<file path="config.mk">
export PLATFORM = sky130hd
export DESIGN_NAME = sync_pdo_scheduler_unit
export DESIGN_NICKNAME = d
export VERILOG_FILES = /design/src/hw/rtl/sps_pkg.sv /design/src/hw/rtl/sps_cmd_queue.sv /design/src/hw/rtl/sps_front.sv /design/src/hw/rtl/sps_back.sv /design/src/hw/rtl/sync_pdo_scheduler_unit.sv
export VERILOG_INCLUDE_DIRS = /design/src /design/src/hw/rtl
export SDC_FILE = /design/constraint.sdc
export NUM_CORES = 2
export LEC_CHECK = 0
export BUFFER_PORTS_ARGS = -buffer_cell sky130_fd_sc_hd__buf_2
export CAP_MARGIN = 0
export CORE_MARGIN = 4
export CORE_UTILIZATION = 30
export DETAILED_ROUTE_END_ITERATION = 16
export PLACE_DENSITY = 0.53
export SETUP_SLACK_MARGIN = 0.05
export SLEW_MARGIN = 30
export SYNTH_ARGS = -nofsm -noshare
export SYNTH_HDL_FRONTEND = slang
export SYNTH_HIERARCHICAL = 1
export SYNTH_SLANG_ARGS = --single-unit
</file>
<file path="constraint.sdc">
create_clock -name clock -period 19 [get_ports clock]
set_input_delay 1.9 -clock clock [delete_from_list [all_inputs] [get_ports clock]]
set_output_delay 1.9 -clock clock [all_outputs]
set_load 0.01 [all_outputs]
</file>
<file path="src/hw/rtl/sync_pdo_scheduler_unit_defines.svh">
// assertion macros shared by the scheduler rtl
`ifndef SYNC_PDO_SCHEDULER_UNIT_DEFINES_SVH
`define SYNC_PDO_SCHEDULER_UNIT_DEFINES_SVH

`ifndef ASSERT_OFF
// checked while out of reset
`define SPS_ASSERT(name, prop, msg) \
   name: assert property (@(posedge clock) disable iff (reset) prop) else $error(msg);
// checked on every edge, reset included
`define SPS_ASSERT_ALWAYS(name, prop, msg) \
   name: assert property (@(posedge clock) prop) else $error(msg);
`else
`define SPS_ASSERT(name, prop, msg)
`define SPS_ASSERT_ALWAYS(name, prop, msg)
`endif

`endif

</file>
<file path="src/hw/rtl/sps_pkg.sv">
// types and constants of the sync pdo scheduler
`timescale 1ns / 1ps
package sps_pkg;

   localparam int TX_SLOTS  = 8;
   localparam int RX_SLOTS  = 8;
   localparam int NUM_RES   = TX_SLOTS + RX_SLOTS;
   localparam int TX_IDX_W  = $clog2(TX_SLOTS);
   localparam int RX_IDX_W  = $clog2(RX_SLOTS);
   localparam int RES_IDX_W = $clog2(NUM_RES);
   localparam int SLOT_W    = 3;
   localparam int ID_W      = 32;
   localparam int LEN_W     = 4;
   localparam int DATA_W    = 64;
   localparam int PER_W     = 8;
   localparam int CMD_DEPTH = 2;
   localparam int CMD_PTR_W = $clog2(CMD_DEPTH);
   localparam int CMD_CNT_W = $clog2(CMD_DEPTH + 1);

   // request operation codes
   localparam logic [2:0] OP_FRAME   = 3'd0;
   localparam logic [2:0] OP_ADD_TX  = 3'd1;
   localparam logic [2:0] OP_ADD_RX  = 3'd2;
   localparam logic [2:0] OP_DEL_TX  = 3'd3;
   localparam logic [2:0] OP_DEL_RX  = 3'd4;
   localparam logic [2:0] OP_RESTART = 3'd5;

   // result kinds
   localparam logic KIND_TX = 1'b0;
   localparam logic KIND_RX = 1'b1;

   typedef enum logic [2:0] {
      CMD_STORE,
      CMD_SYNC,
      CMD_ADD_TX,
      CMD_ADD_RX,
      CMD_DEL_TX,
      CMD_DEL_RX,
      CMD_RESTART
   } cmd_op_type;

   typedef struct packed {
      cmd_op_type         op;
      logic [ID_W-1:0]    frame_id;
      logic [LEN_W-1:0]   length;
      logic [DATA_W-1:0]  data;
      logic [SLOT_W-1:0]  slot;
      logic [PER_W-1:0]   period;
      logic [ID_W-1:0]    match_id;
   } cmd_type;

endpackage

</file>
<file path="src/hw/rtl/sps_cmd_queue.sv">
// two-entry command queue between front and back
`timescale 1ns / 1ps
module sps_cmd_queue import sps_pkg::*; (
   input  logic           clock,
   input  logic           reset,
   input  logic           push,
   input  cmd_type        push_cmd,
   input  logic           pop,
   output cmd_type        head_cmd,
   output logic           full,
   output logic           empty
);

   cmd_type                entry_ff [CMD_DEPTH];
   logic [CMD_PTR_W-1:0]   wr_ptr_ff, wr_ptr_in;
   logic [CMD_PTR_W-1:0]   rd_ptr_ff, rd_ptr_in;
   logic [CMD_CNT_W-1:0]   count_ff, count_in;
   logic                   do_push, do_pop;

   assign full     = (count_ff == CMD_CNT_W'(CMD_DEPTH));
   assign empty    = (count_ff == '0);
   assign do_push  = push && !full;
   assign do_pop   = pop && !empty;
   assign head_cmd = entry_ff[rd_ptr_ff];

   always_comb begin
      wr_ptr_in = wr_ptr_ff;
      rd_ptr_in = rd_ptr_ff;
      count_in  = count_ff;
      if (do_push) begin
         wr_ptr_in = (wr_ptr_ff == CMD_PTR_W'(CMD_DEPTH - 1)) ? '0 : wr_ptr_ff + 1'b1;
      end
      if (do_pop) begin
         rd_ptr_in = (rd_ptr_ff == CMD_PTR_W'(CMD_DEPTH - 1)) ? '0 : rd_ptr_ff + 1'b1;
      end
      if (do_push && !do_pop) begin
         count_in = count_ff + 1'b1;
      end else if (do_pop && !do_push) begin
         count_in = count_ff - 1'b1;
      end
   end

   always_ff @(posedge clock) begin
      if (reset) begin
         wr_ptr_ff <= '0;
         rd_ptr_ff <= '0;
         count_ff  <= '0;
      end else begin
         wr_ptr_ff <= wr_ptr_in;
         rd_ptr_ff <= rd_ptr_in;
         count_ff  <= count_in;
      end
   end

   always_ff @(posedge clock) begin
      if (do_push) begin
         entry_ff[wr_ptr_ff] <= push_cmd;
      end
   end

endmodule

</file>
<file path="src/hw/rtl/sps_front.sv">
// request decode, sync id compare and csr register
`timescale 1ns / 1ps
module sps_front import sps_pkg::*; (
   input  logic               clock,
   input  logic               reset,
   input  logic               push,
   output logic               full,
   input  logic [2:0]         req_operation,
   input  logic [ID_W-1:0]    req_frame_id,
   input  logic [LEN_W-1:0]   req_frame_length,
   input  logic [DATA_W-1:0]  req_frame_data,
   input  logic [SLOT_W-1:0]  req_slot,
   input  logic [PER_W-1:0]   req_tx_period,
   input  logic [ID_W-1:0]    req_rx_match_id,
   input  logic               csr_write_en,
   input  logic [ID_W-1:0]    csr_write_data,
   input  logic               q_full,
   output logic               q_push,
   output cmd_type            q_cmd
);

   logic [ID_W-1:0] sync_id_ff;
   logic            op_known;

   always_ff @(posedge clock) begin
      if (reset) begin
         sync_id_ff <= '0;
      end else if (csr_write_en) begin
         sync_id_ff <= csr_write_data;
      end
   end

   assign full = q_full;

   always_comb begin
      op_known = 1'b1;
      q_cmd.op = CMD_STORE;
      unique case (req_operation)
         OP_FRAME: begin
            q_cmd.op = (req_frame_id == sync_id_ff) ? CMD_SYNC : CMD_STORE;
         end
         OP_ADD_TX:  q_cmd.op = CMD_ADD_TX;
         OP_ADD_RX:  q_cmd.op = CMD_ADD_RX;
         OP_DEL_TX:  q_cmd.op = CMD_DEL_TX;
         OP_DEL_RX:  q_cmd.op = CMD_DEL_RX;
         OP_RESTART: q_cmd.op = CMD_RESTART;
         default:    op_known = 1'b0;
      endcase
      q_cmd.frame_id = req_frame_id;
      q_cmd.length   = req_frame_length;
      q_cmd.data     = req_frame_data;
      q_cmd.slot     = req_slot;
      q_cmd.period   = req_tx_period;
      q_cmd.match_id = req_rx_match_id;
   end

   // unused operation codes are taken and dropped here
   assign q_push = push && !q_full && op_known;

endmodule

</file>
<file path="src/hw/rtl/sps_back.sv">
// slot table, command execution and result sequencing
`timescale 1ns / 1ps
`include "sync_pdo_scheduler_unit_defines.svh"
module sps_back import sps_pkg::*; (
   input  logic               clock,
   input  logic               reset,
   input  cmd_type            cmd,
   input  logic               cmd_empty,
   output logic               cmd_pop,
   input  logic               pop,
   output logic               empty,
   output logic               rsp_kind,
   output logic [SLOT_W-1:0]  rsp_out_slot,
   output logic [LEN_W-1:0]   rsp_out_length,
   output logic [DATA_W-1:0]  rsp_out_data,
   output logic               rsp_last
);

   typedef enum logic {IDLE, EMIT} state_type;

   state_type              state_ff, state_in;
   logic [NUM_RES-1:0]     pending_ff, pending_in;
   logic                   rsp_valid_ff, rsp_valid_in;
   logic                   kind_ff, kind_in;
   logic [SLOT_W-1:0]      slot_ff, slot_in;
   logic [LEN_W-1:0]       len_ff, len_in;
   logic [DATA_W-1:0]      data_ff, data_in;
   logic                   last_ff, last_in;

   logic                   tx_en_ff  [TX_SLOTS];
   logic [PER_W-1:0]       tx_per_ff [TX_SLOTS];
   logic [PER_W-1:0]       tx_cnt_ff [TX_SLOTS];
   logic                   rx_en_ff  [RX_SLOTS];
   logic [ID_W-1:0]        rx_id_ff  [RX_SLOTS];
   logic [LEN_W-1:0]       rx_len_ff [RX_SLOTS];
   logic [DATA_W-1:0]      rx_data_ff[RX_SLOTS];

   logic [PER_W-1:0]       cnt_inc [TX_SLOTS];
   logic [TX_SLOTS-1:0]    fire;
   logic [RX_SLOTS-1:0]    rx_en_vec;
   logic [RX_SLOTS-1:0]    rx_hit;
   logic [RX_IDX_W-1:0]    hit_idx;
   logic [RES_IDX_W-1:0]   sel;
   logic [RX_IDX_W-1:0]    sel_rx;
   logic [NUM_RES-1:0]     pending_rest;
   logic                   out_load;
   logic                   tx_slot_ok, rx_slot_ok;
   logic [TX_IDX_W-1:0]    tx_idx;
   logic [RX_IDX_W-1:0]    rx_idx;

   assign cmd_pop    = (state_ff == IDLE) && !cmd_empty;
   assign out_load   = (state_ff == EMIT) && (!rsp_valid_ff || pop);
   assign tx_slot_ok = 32'(cmd.slot) < TX_SLOTS;
   assign rx_slot_ok = 32'(cmd.slot) < RX_SLOTS;
   assign tx_idx     = cmd.slot[TX_IDX_W-1:0];
   assign rx_idx     = cmd.slot[RX_IDX_W-1:0];

   // sync: per-slot counter step and fire test
   always_comb begin
      for (int i = 0; i < TX_SLOTS; i++) begin
         cnt_inc[i] = tx_cnt_ff[i] + 1'b1;
         fire[i]    = tx_en_ff[i] && (tx_per_ff[i] == '0 || cnt_inc[i] == tx_per_ff[i]);
      end
   end

   // frame store: lowest enabled receive slot with matching id
   always_comb begin
      hit_idx = '0;
      for (int i = 0; i < RX_SLOTS; i++) begin
         rx_en_vec[i] = rx_en_ff[i];
         rx_hit[i]    = rx_en_ff[i] && (rx_id_ff[i] == cmd.frame_id);
      end
      for (int i = RX_SLOTS - 1; i >= 0; i--) begin
         if (rx_hit[i]) begin
            hit_idx = RX_IDX_W'(i);
         end
      end
   end

   // lowest pending result goes out next
   always_comb begin
      sel = '0;
      for (int i = NUM_RES - 1; i >= 0; i--) begin
         if (pending_ff[i]) begin
            sel = RES_IDX_W'(i);
         end
      end
      sel_rx       = RX_IDX_W'(sel - RES_IDX_W'(TX_SLOTS));
      pending_rest = pending_ff & ~(NUM_RES'(1) << sel);
   end

   always_comb begin
      state_in     = state_ff;
      pending_in   = pending_ff;
      rsp_valid_in = rsp_valid_ff;
      kind_in      = kind_ff;
      slot_in      = slot_ff;
      len_in       = len_ff;
      data_in      = data_ff;
      last_in      = last_ff;
      if (rsp_valid_ff && pop) begin
         rsp_valid_in = 1'b0;
      end
      unique case (state_ff)
         IDLE: begin
            if (cmd_pop && cmd.op == CMD_SYNC) begin
               pending_in = {rx_en_vec, fire};
               if ({rx_en_vec, fire} != '0) begin
                  state_in = EMIT;
               end
            end
         end
         EMIT: begin
            if (out_load) begin
               rsp_valid_in = 1'b1;
               last_in      = (pending_rest == '0);
               pending_in   = pending_rest;
               if (32'(sel) < TX_SLOTS) begin
                  kind_in = KIND_TX;
                  slot_in = SLOT_W'(sel);
                  len_in  = '0;
                  data_in = '0;
               end else begin
                  kind_in = KIND_RX;
                  slot_in = SLOT_W'(sel_rx);
                  len_in  = rx_len_ff[sel_rx];
                  data_in = rx_data_ff[sel_rx];
               end
               if (pending_rest == '0) begin
                  state_in = IDLE;
               end
            end
         end
         default: state_in = IDLE;
      endcase
   end

   always_ff @(posedge clock) begin
      if (reset) begin
         state_ff     <= IDLE;
         pending_ff   <= '0;
         rsp_valid_ff <= 1'b0;
      end else begin
         state_ff     <= state_in;
         pending_ff   <= pending_in;
         rsp_valid_ff <= rsp_valid_in;
      end
      kind_ff <= kind_in;
      slot_ff <= slot_in;
      len_ff  <= len_in;
      data_ff <= data_in;
      last_ff <= last_in;
   end

   // slot table
   always_ff @(posedge clock) begin
      if (reset) begin
         for (int i = 0; i < TX_SLOTS; i++) begin
            tx_en_ff[i]  <= 1'b0;
            tx_per_ff[i] <= '0;
            tx_cnt_ff[i] <= '0;
         end
         for (int i = 0; i < RX_SLOTS; i++) begin
            rx_en_ff[i]   <= 1'b0;
            rx_len_ff[i]  <= '0;
            rx_data_ff[i] <= '0;
         end
      end else if (cmd_pop) begin
         case (cmd.op)
            CMD_STORE: begin
               if (rx_hit != '0) begin
                  rx_len_ff[hit_idx]  <= cmd.length;
                  rx_data_ff[hit_idx] <= cmd.data;
               end
            end
            CMD_SYNC: begin
               for (int i = 0; i < TX_SLOTS; i++) begin
                  if (tx_en_ff[i]) begin
                     tx_cnt_ff[i] <= fire[i] ? '0 : cnt_inc[i];
                  end
               end
            end
            CMD_ADD_TX: begin
               if (tx_slot_ok) begin
                  tx_en_ff[tx_idx]  <= 1'b1;
                  tx_per_ff[tx_idx] <= cmd.period;
                  tx_cnt_ff[tx_idx] <= '0;
               end
            end
            CMD_ADD_RX: begin
               if (rx_slot_ok) begin
                  rx_en_ff[rx_idx] <= 1'b1;
               end
            end
            CMD_DEL_TX: begin
               if (tx_slot_ok) begin
                  tx_en_ff[tx_idx]  <= 1'b0;
                  tx_per_ff[tx_idx] <= '0;
                  tx_cnt_ff[tx_idx] <= '0;
               end
            end
            CMD_DEL_RX: begin
               if (rx_slot_ok) begin
                  rx_en_ff[rx_idx] <= 1'b0;
               end
            end
            CMD_RESTART: begin
               for (int i = 0; i < TX_SLOTS; i++) begin
                  if (tx_en_ff[i]) begin
                     tx_cnt_ff[i] <= '0;
                  end
               end
            end
            default: ;
         endcase
      end
   end

   // receive ids: no reset, only compared once the slot is enabled
   always_ff @(posedge clock) begin
      if (cmd_pop && cmd.op == CMD_ADD_RX && rx_slot_ok) begin
         rx_id_ff[rx_idx] <= cmd.match_id;
      end
   end

   assign empty          = !rsp_valid_ff;
   assign rsp_kind       = kind_ff;
   assign rsp_out_slot   = slot_ff;
   assign rsp_out_length = len_ff;
   assign rsp_out_data   = data_ff;
   assign rsp_last       = last_ff;

   `SPS_ASSERT(a_emit_has_work, state_ff == EMIT |-> pending_ff != '0, "emit state with nothing pending")
   `SPS_ASSERT(a_last_ends_emit, out_load && pending_rest == '0 |=> state_ff == IDLE && rsp_last, "last result did not end the sync")
   `SPS_ASSERT(a_no_cmd_in_emit, state_ff == EMIT |-> !cmd_pop, "command taken during result sequencing")
   `SPS_ASSERT_ALWAYS(a_reset_idle, reset |=> state_ff == IDLE && empty, "reset left the back end busy")

endmodule

</file>
<file path="src/hw/rtl/sync_pdo_scheduler_unit.sv">
// top level of the sync pdo scheduler
`timescale 1ns / 1ps
// flow: a taken request waits in the command queue until the idle back end pops it; a sync's
//   first result passes the queue entry, the EMIT state and the result registers, and later
//   results follow one per cycle while pop keeps up; one non-sync request per cycle while the
//   queue has room; a sync yields up to sixteen results, paced by the result sequencer
// reset: synchronous, active high; clears slot enables, periods, counters, buffers, queue and
//   sync identifier, not match ids; no clearing pass, requests are taken right after reset
module sync_pdo_scheduler_unit import sps_pkg::*; (
   input  logic               clock,
   input  logic               reset,
   // request side
   input  logic               push,
   output logic               full,
   input  logic [2:0]         req_operation,
   input  logic [ID_W-1:0]    req_frame_id,
   input  logic [LEN_W-1:0]   req_frame_length,
   input  logic [DATA_W-1:0]  req_frame_data,
   input  logic [SLOT_W-1:0]  req_slot,
   input  logic [PER_W-1:0]   req_tx_period,
   input  logic [ID_W-1:0]    req_rx_match_id,
   // result side
   output logic               empty,
   input  logic               pop,
   output logic               rsp_kind,
   output logic [SLOT_W-1:0]  rsp_out_slot,
   output logic [LEN_W-1:0]   rsp_out_length,
   output logic [DATA_W-1:0]  rsp_out_data,
   output logic               rsp_last,
   // sync identifier register
   input  logic               csr_write_en,
   input  logic [ID_W-1:0]    csr_write_data
);

   logic             q_push;
   logic             q_pop;
   logic             q_full;
   logic             q_empty;
   cmd_type          q_in_cmd;
   cmd_type          q_head_cmd;

   // front: decodes each request and tags frames as sync or store
   sps_front u_front (
      .clock            (clock),
      .reset            (reset),
      .push             (push),
      .full             (full),
      .req_operation    (req_operation),
      .req_frame_id     (req_frame_id),
      .req_frame_length (req_frame_length),
      .req_frame_data   (req_frame_data),
      .req_slot         (req_slot),
      .req_tx_period    (req_tx_period),
      .req_rx_match_id  (req_rx_match_id),
      .csr_write_en     (csr_write_en),
      .csr_write_data   (csr_write_data),
      .q_full           (q_full),
      .q_push           (q_push),
      .q_cmd            (q_in_cmd)
   );

   // short queue so the front keeps taking requests while a sync drains
   sps_cmd_queue u_cmd_queue (
      .clock    (clock),
      .reset    (reset),
      .push     (q_push),
      .push_cmd (q_in_cmd),
      .pop      (q_pop),
      .head_cmd (q_head_cmd),
      .full     (q_full),
      .empty    (q_empty)
   );

   // back: slot table updates and the per-sync result sequencer
   sps_back u_back (
      .clock          (clock),
      .reset          (reset),
      .cmd            (q_head_cmd),
      .cmd_empty      (q_empty),
      .cmd_pop        (q_pop),
      .pop            (pop),
      .empty          (empty),
      .rsp_kind       (rsp_kind),
      .rsp_out_slot   (rsp_out_slot),
      .rsp_out_length (rsp_out_length),
      .rsp_out_data   (rsp_out_data),
      .rsp_last       (rsp_last)
   );

endmodule
</file>
# Word level (Yosys, flattened, before mapping)
# Memory sizes are Yosys's and may differ from the RTL's. A register that Yosys moved wholly into a read port is not among the register bits.
# Index checks and enable logic that the tools add are counted.
# W data, S select, Z words.
[classes] n_reduce_logical=65 shifts=1 mux=191 n_bitwise=23 add_sub_neg=13 n_lt_le_gt_ge=1 div_mod_pow=0 n_mul=0 n_eq_ne=31
[op_table] operator="$eq A32 B32 Y1" n=9
[op_table] operator="$mux W8" n=28
[op_table] operator="$mux W1" n=123
[op_table] operator="$mux W4" n=17
[op_table] operator="$add A8 B1 Y8 const B" n=8
[op_table] operator="$eq A8 B8 Y1" n=8
[op_table] operator="$logic_not A8 Y1" n=8
[op_table] operator="$mux W64" n=1
[op_table] operator="$reduce_or A64 Y1" n=1
[op_table] operator="$mux W3" n=15
[op_table] operator="$mux W16" n=2
[op_table] operator="$pmux W16 S2" n=1
[op_table] operator="$logic_and A1 B1 Y1" n=27
[op_table] operator="$or A1 B1 Y1" n=20
[op_table] operator="$pmux W3 S6" n=1
[op_table] operator="$and A16 B16 Y16" n=1
[op_table] operator="$logic_not A16 Y1" n=1
[op_table] operator="$not A16 Y16" n=1
[op_table] operator="$reduce_bool A16 Y1" n=1
[op_table] operator="$reduce_or A8 Y1" n=2
[op_table] operator="$shl A1 B4 Y16 const A" n=1
[op_table] operator="$eq A3 B3 Y1 const B" n=5
[op_table] operator="$eq A3 B2 Y1 const B" n=4
[op_table] operator="$logic_or A1 B1 Y1" n=9
[op_table] operator="20 further kinds" n=31
[word_totals] ram_bits=1236 regBits=59 latchBits=0 out_inout_bits=75 romBits=0 input_bits=183 memories=8
[mem_list] memory="u_back.rx_data_ff" words=8 word_bits=64 rd=1 rd_ports_with_merged_regs=1 wr=8 line_no="sps_back.sv:36" text="logic [DATA_W-1:0] rx_data_ff[RX_SLOTS];"
[mem_list] memory="u_cmd_queue.entry_ff" words=2 word_bits=146 rd=1 rd_ports_with_merged_regs=1 wr=1 line_no="sps_cmd_queue.sv:14" text="cmd_type entry_ff [CMD_DEPTH];"
[mem_list] memory="u_back.rx_id_ff" words=8 word_bits=32 rd=8 rd_ports_with_merged_regs=0 wr=1 line_no="sps_back.sv:34" text="logic [ID_W-1:0] rx_id_ff [RX_SLOTS];"
[mem_list] memory="u_back.tx_cnt_ff" words=8 word_bits=8 rd=8 rd_ports_with_merged_regs=0 wr=8 line_no="sps_back.sv:32" text="logic [PER_W-1:0] tx_cnt_ff [TX_SLOTS];"
[mem_list] memory="u_back.tx_per_ff" words=8 word_bits=8 rd=8 rd_ports_with_merged_regs=0 wr=8 line_no="sps_back.sv:31" text="logic [PER_W-1:0] tx_per_ff [TX_SLOTS];"
[mem_list] memory="u_back.rx_len_ff" words=8 word_bits=4 rd=1 rd_ports_with_merged_regs=1 wr=8 line_no="sps_back.sv:35" text="logic [LEN_W-1:0] rx_len_ff [RX_SLOTS];"
[mem_list] memory="+2 memories"

# Logic depth before layout (Yosys ltp)
[depth] ltp_word=23 depth_mapped=15 depth_no_buf=9

# Modules after synthesis
# The synthesis kept the hierarchy.
[modules_own_cells] mod="sps_back" n_inst=1 cells_each=4002 area_each_um2=48899.4
[modules_own_cells] mod="sps_cmd_queue" n_inst=1 cells_each=479 area_each_um2=10785.3
[modules_own_cells] mod="sps_front" n_inst=1 cells_each=299 area_each_um2=2611.3

# Least setup slack after synthesis
# No wires, ideal clock.
[synth_timing] path_type="in2reg" from="input reset" to="memory u_back.rx_data_ff[7][0], enable pin" arrival_ps=8430 required_ps=18406 path_slack_ps=9976 stages=9 cell_sequence="clkbuf_1 -> inv_1 -> nand2_1 -> nor3_2 -> nand4_1 -> nor2_1 -> nand4_1 -> buf_2 -> o31ai_1"
[synth_rtl] element="from (decl)" line_no="sync_pdo_scheduler_unit.sv:11" text="input logic reset,"
[synth_rtl] element="to (decl)" line_no="sps_back.sv:36"

==> impl_results.md <==
- Status: finished clean
- Global route total overflow: 0
- Fin. Hold Viols: 0
- Post-Syn Nets: 4972
- CTS Root Cell: clkbuf_16
- IO Pins: 258
- Vias per cell: 5.25
- DR WL/cell: 24.0 um
- Share of cells above drive strength 1: 17.9%
- Leak pwr: 0.0232 uW
- IO Port Bufs: 257
- Cell Area, Synth: 0.0623 mm^2
- Vias: 39900
- Synth top cells by count: edfxtp_1 (1245), nor2_1 (270), nand2_1 (244)
- Register clock-pin slew on the reported worst setup and hold paths: 60 ps
- Min-Delay Path Class: flop to flop
- Post-CTS setup buffers: 0
- CTS tree: built
- Post-route insts no fill: 7606
- Initial cell density of the core: 30.1%
- Worst vdd ir: 0.000105 V
- Synth cell types: 88
- # setup viols final: 0
- Clock Skew: 46.1 ps
- Synth Flop Type: edfxtp_1
- Pre-Repair DR Iteration Count: 5
- Syn. warnings: 6
- Avg Cell Area, Syn: 13.0 um^2
- Critical Path AT: 7070 ps
- TritonCTS buffer count: 151
- Tmin final: 6650 ps
- Worst setup EP type: flop
- Slowest-stage cell, CP: dfxtp_4
- Worst Max-Slew Pin Slew: 1070 ps
- Placed Instance Area: 0.0652 mm^2
- Pint: 5570 uW
- Required @ worst endpoint: 19420 ps
- Top-area cell type share of the netlist area: 60.0%
- RSZ-0062 raised after global routing: no
- Power share of the sequential group: 44.6%
- Slowest Stage Delay on Critical Path: 840 ps
- Critical path class: flop to flop
- Logic pwr share: 19.7%
- Nets: 4961
- CP Launch Type: flop
- Rows: 167
- Critical Path, Cell by Cell: buf_4 > mux2_2 > xnor2_1 > nand4_1 > nor4_1 > nand3_4 > buf_6 > nand4_1 > nor2_1 > nand2_8 > o31ai_4 > buf_4
- Cells after DPL: 7315
- Initial DRC count: 3264
- Clk buf depth: 3
- Die W: 464 um
- Worst hold start: u_back/tx_cnt_ff[7][7]
- Vias in the first global route: 39300
- Design area: 0.0702 mm^2
- DRC: 0
- Post-synth top area cell: edfxtp_1
- Final TNS setup: 0 ps
- Core area: 0.207 mm^2
- Post-DP HPWL: 115 mm
- Net Switching: 2470 uW
- Die Footprint: 0.215 mm^2
- Final worst-path cycle share: 35.0%
- Final Max Tran Viols: 0
- Cell count after synthesis: 4780
- Max cap viols: 0
- Worst-Skew Late Latency: 820 ps
- Most frequent cell after synthesis: edfxtp_1
- CTS hold repair buffers: 0
- Initial antenna violation count: 30
- CTS Sinks: 1364
- Total global-route track usage: 16.5%
- Post_cts resized: 0
- Die H: 464 um
- Sequential-to-total area share from yosys stat: 63.8%
- CTS H-tree depth: 4
- Relative slew slack: 28.3%
- Max Fanout on Critical Path: 75
- Number of flops mapped to enable cells by yosys: 1245
- Clock power frac: 35.7%
- Gpl congestion: 0.952
- Global-route wire length before repair: 268 mm
- Post-DRT Antenna Nets: 0
- Yosys reg bits: 1364
- Synth top area cells: edfxtp_1 (60%), dfxtp_1 (3.8%), xnor2_1 (3.1%)
- Net Sw Frac: 30.7%
- Drt total wl: 183 mm
- FMAX: 0.150 GHz
- Largest net degree at the start of global routing: 199
- Synth async-reset ratio: 0%
- Power Dens Cells: 114 mW/mm^2
- Layout overhead on the synthesized area: 12.7%
layout by cell type, fill, tap and decap left out, drive strengths merged, types with 12 or more instances in the layout:
| cell type | netlist | routed |
|---|---|---|
| edfxtp | 1245 | 1245 |
| buf | 302 | 329 |
| nor2 | 271 | 271 |
| nand2 | 244 | 244 |
| nor3 | 242 | 242 |
| xnor2 | 219 | 219 |
| nor4 | 213 | 213 |
| clkbuf | 191 | 189 |
| a21oi | 149 | 149 |
| mux2 | 147 | 147 |
| xor2 | 145 | 145 |
| a211oi | 144 | 144 |
| o22ai | 144 | 144 |
| inv | 113 | 121 |
| dfxtp | 119 | 119 |
| mux2i | 111 | 111 |
| and3 | 89 | 89 |
| a31oi | 75 | 75 |
| nand4 | 74 | 74 |
| o21ai | 73 | 73 |
| and2 | 71 | 71 |
| nand3 | 69 | 69 |
| o32ai | 68 | 68 |
| clkinv | 0 | 68 |
| or3 | 33 | 33 |
| nor2b | 21 | 21 |
| nand2b | 19 | 19 |
| or4 | 18 | 18 |
| a311oi | 16 | 16 |
| a22oi | 14 | 14 |
| a21o | 12 | 12 |
| o31ai | 12 | 12 |
final timing paths:
kind	cells past startpoint	to	slack [ps]
worst max-delay path	12	u_back/rx_len_ff[5][2]	12350
worst min-delay path	2	u_back/tx_cnt_ff[7][7]	480
worst max register to register	12	u_back/rx_len_ff[5][2]	12350
worst min register to register	2	u_back/tx_cnt_ff[7][7]	480
cells by family after synthesis:
| group | count (synthesis) | share of synthesized area [%] |
|---|---|---|
| fa+ha+maj | 10 | 0.197 |
| mux | 258 | 4.44 |
| compound gates | 774 | 8.40 |
| simple gates | 1404 | 12.8 |
| flops | 1364 | 63.8 |
| buf+inv | 606 | 5.18 |
| xor+xnor | 364 | 5.12 |
state kept, by name, indices dropped and copies added, names as in the netlist, 2 cells and up, named ones only:
register and cells:
u_back/rsp_out_slot 3, u_back/tx_en_ff 8, u_back/tx_per_ff 64, u_back/tx_cnt_ff 64
u_back/rsp_out_length 4, u_front/sync_id_ff 32, u_cmd_queue/count_ff 2, u_back/rx_en_ff 8
u_back/rx_data_ff 512, u_back/rx_id_ff 256, u_back/rx_len_ff 32, u_back/rsp_out_data 64
u_back/pending_ff 16, u_cmd_queue/entry_ff 292
power by group through the flow:
| stage | combinational (uW) | clock, uW | sequential [uW] |
|---|---|---|---|
| 2_1_floorplan | 1060 | 0 | 3630 |
| 3_3_place_gp | 1560 | 0 | 3650 |
| 3_5_place_dp | 1570 | 0 | 3650 |
| 4_1_cts | 1580 | 2950 | 3590 |
| 5_1_grt | 1700 | 3070 | 3600 |
| 6_report | 1580 | 2870 | 3580 |
stage by stage:
| step | util (%) | setup WS [ps] | hold slack (ps) | power, uW |
|---|---|---|---|---|
| floorplan | - | 9980 | 452 | 4680 |
| global placement | 31.4 | 11480 | 465 | 5210 |
| detailed placement | 31.5 | 11830 | 474 | 5220 |
| CTS | 33.9 | 11810 | 482 | 8120 |
| global route | 33.9 | 11910 | 522 | 8360 |
| finish | 34.0 | 12350 | 482 | 8040 |
critical path, delay by kind of cell, from the launching register on:
kind	cells	cell delay, ps
buffers and inverters	3	2090
AND/OR/NAND/NOR	6	1750
flip-flops	1	840
AO/OA/AOI/OAI	1	560
multiplexers	1	550
XOR/XNOR	1	240
cell type report:
type	instances	area (um^2)
antenna	7	17.5
clock buffer	189	3950
clock inverter	90	901
fill	20300	137000
inverter	113	434
multi-input combinational	2810	19600
sequential	1364	39800
tap	2704	3380
timing repair buffer	329	2170
metal layers:
metal	vias up	share of wire [%]	global-route usage, %
li1	18100	-	-
met1	20100	43	22.3
met2	1447	47	26.6
met3	319	6.2	3.06
met4	8	3.3	5.33
met5	-	0.025	0
Power figures use the tool's default switching activity.
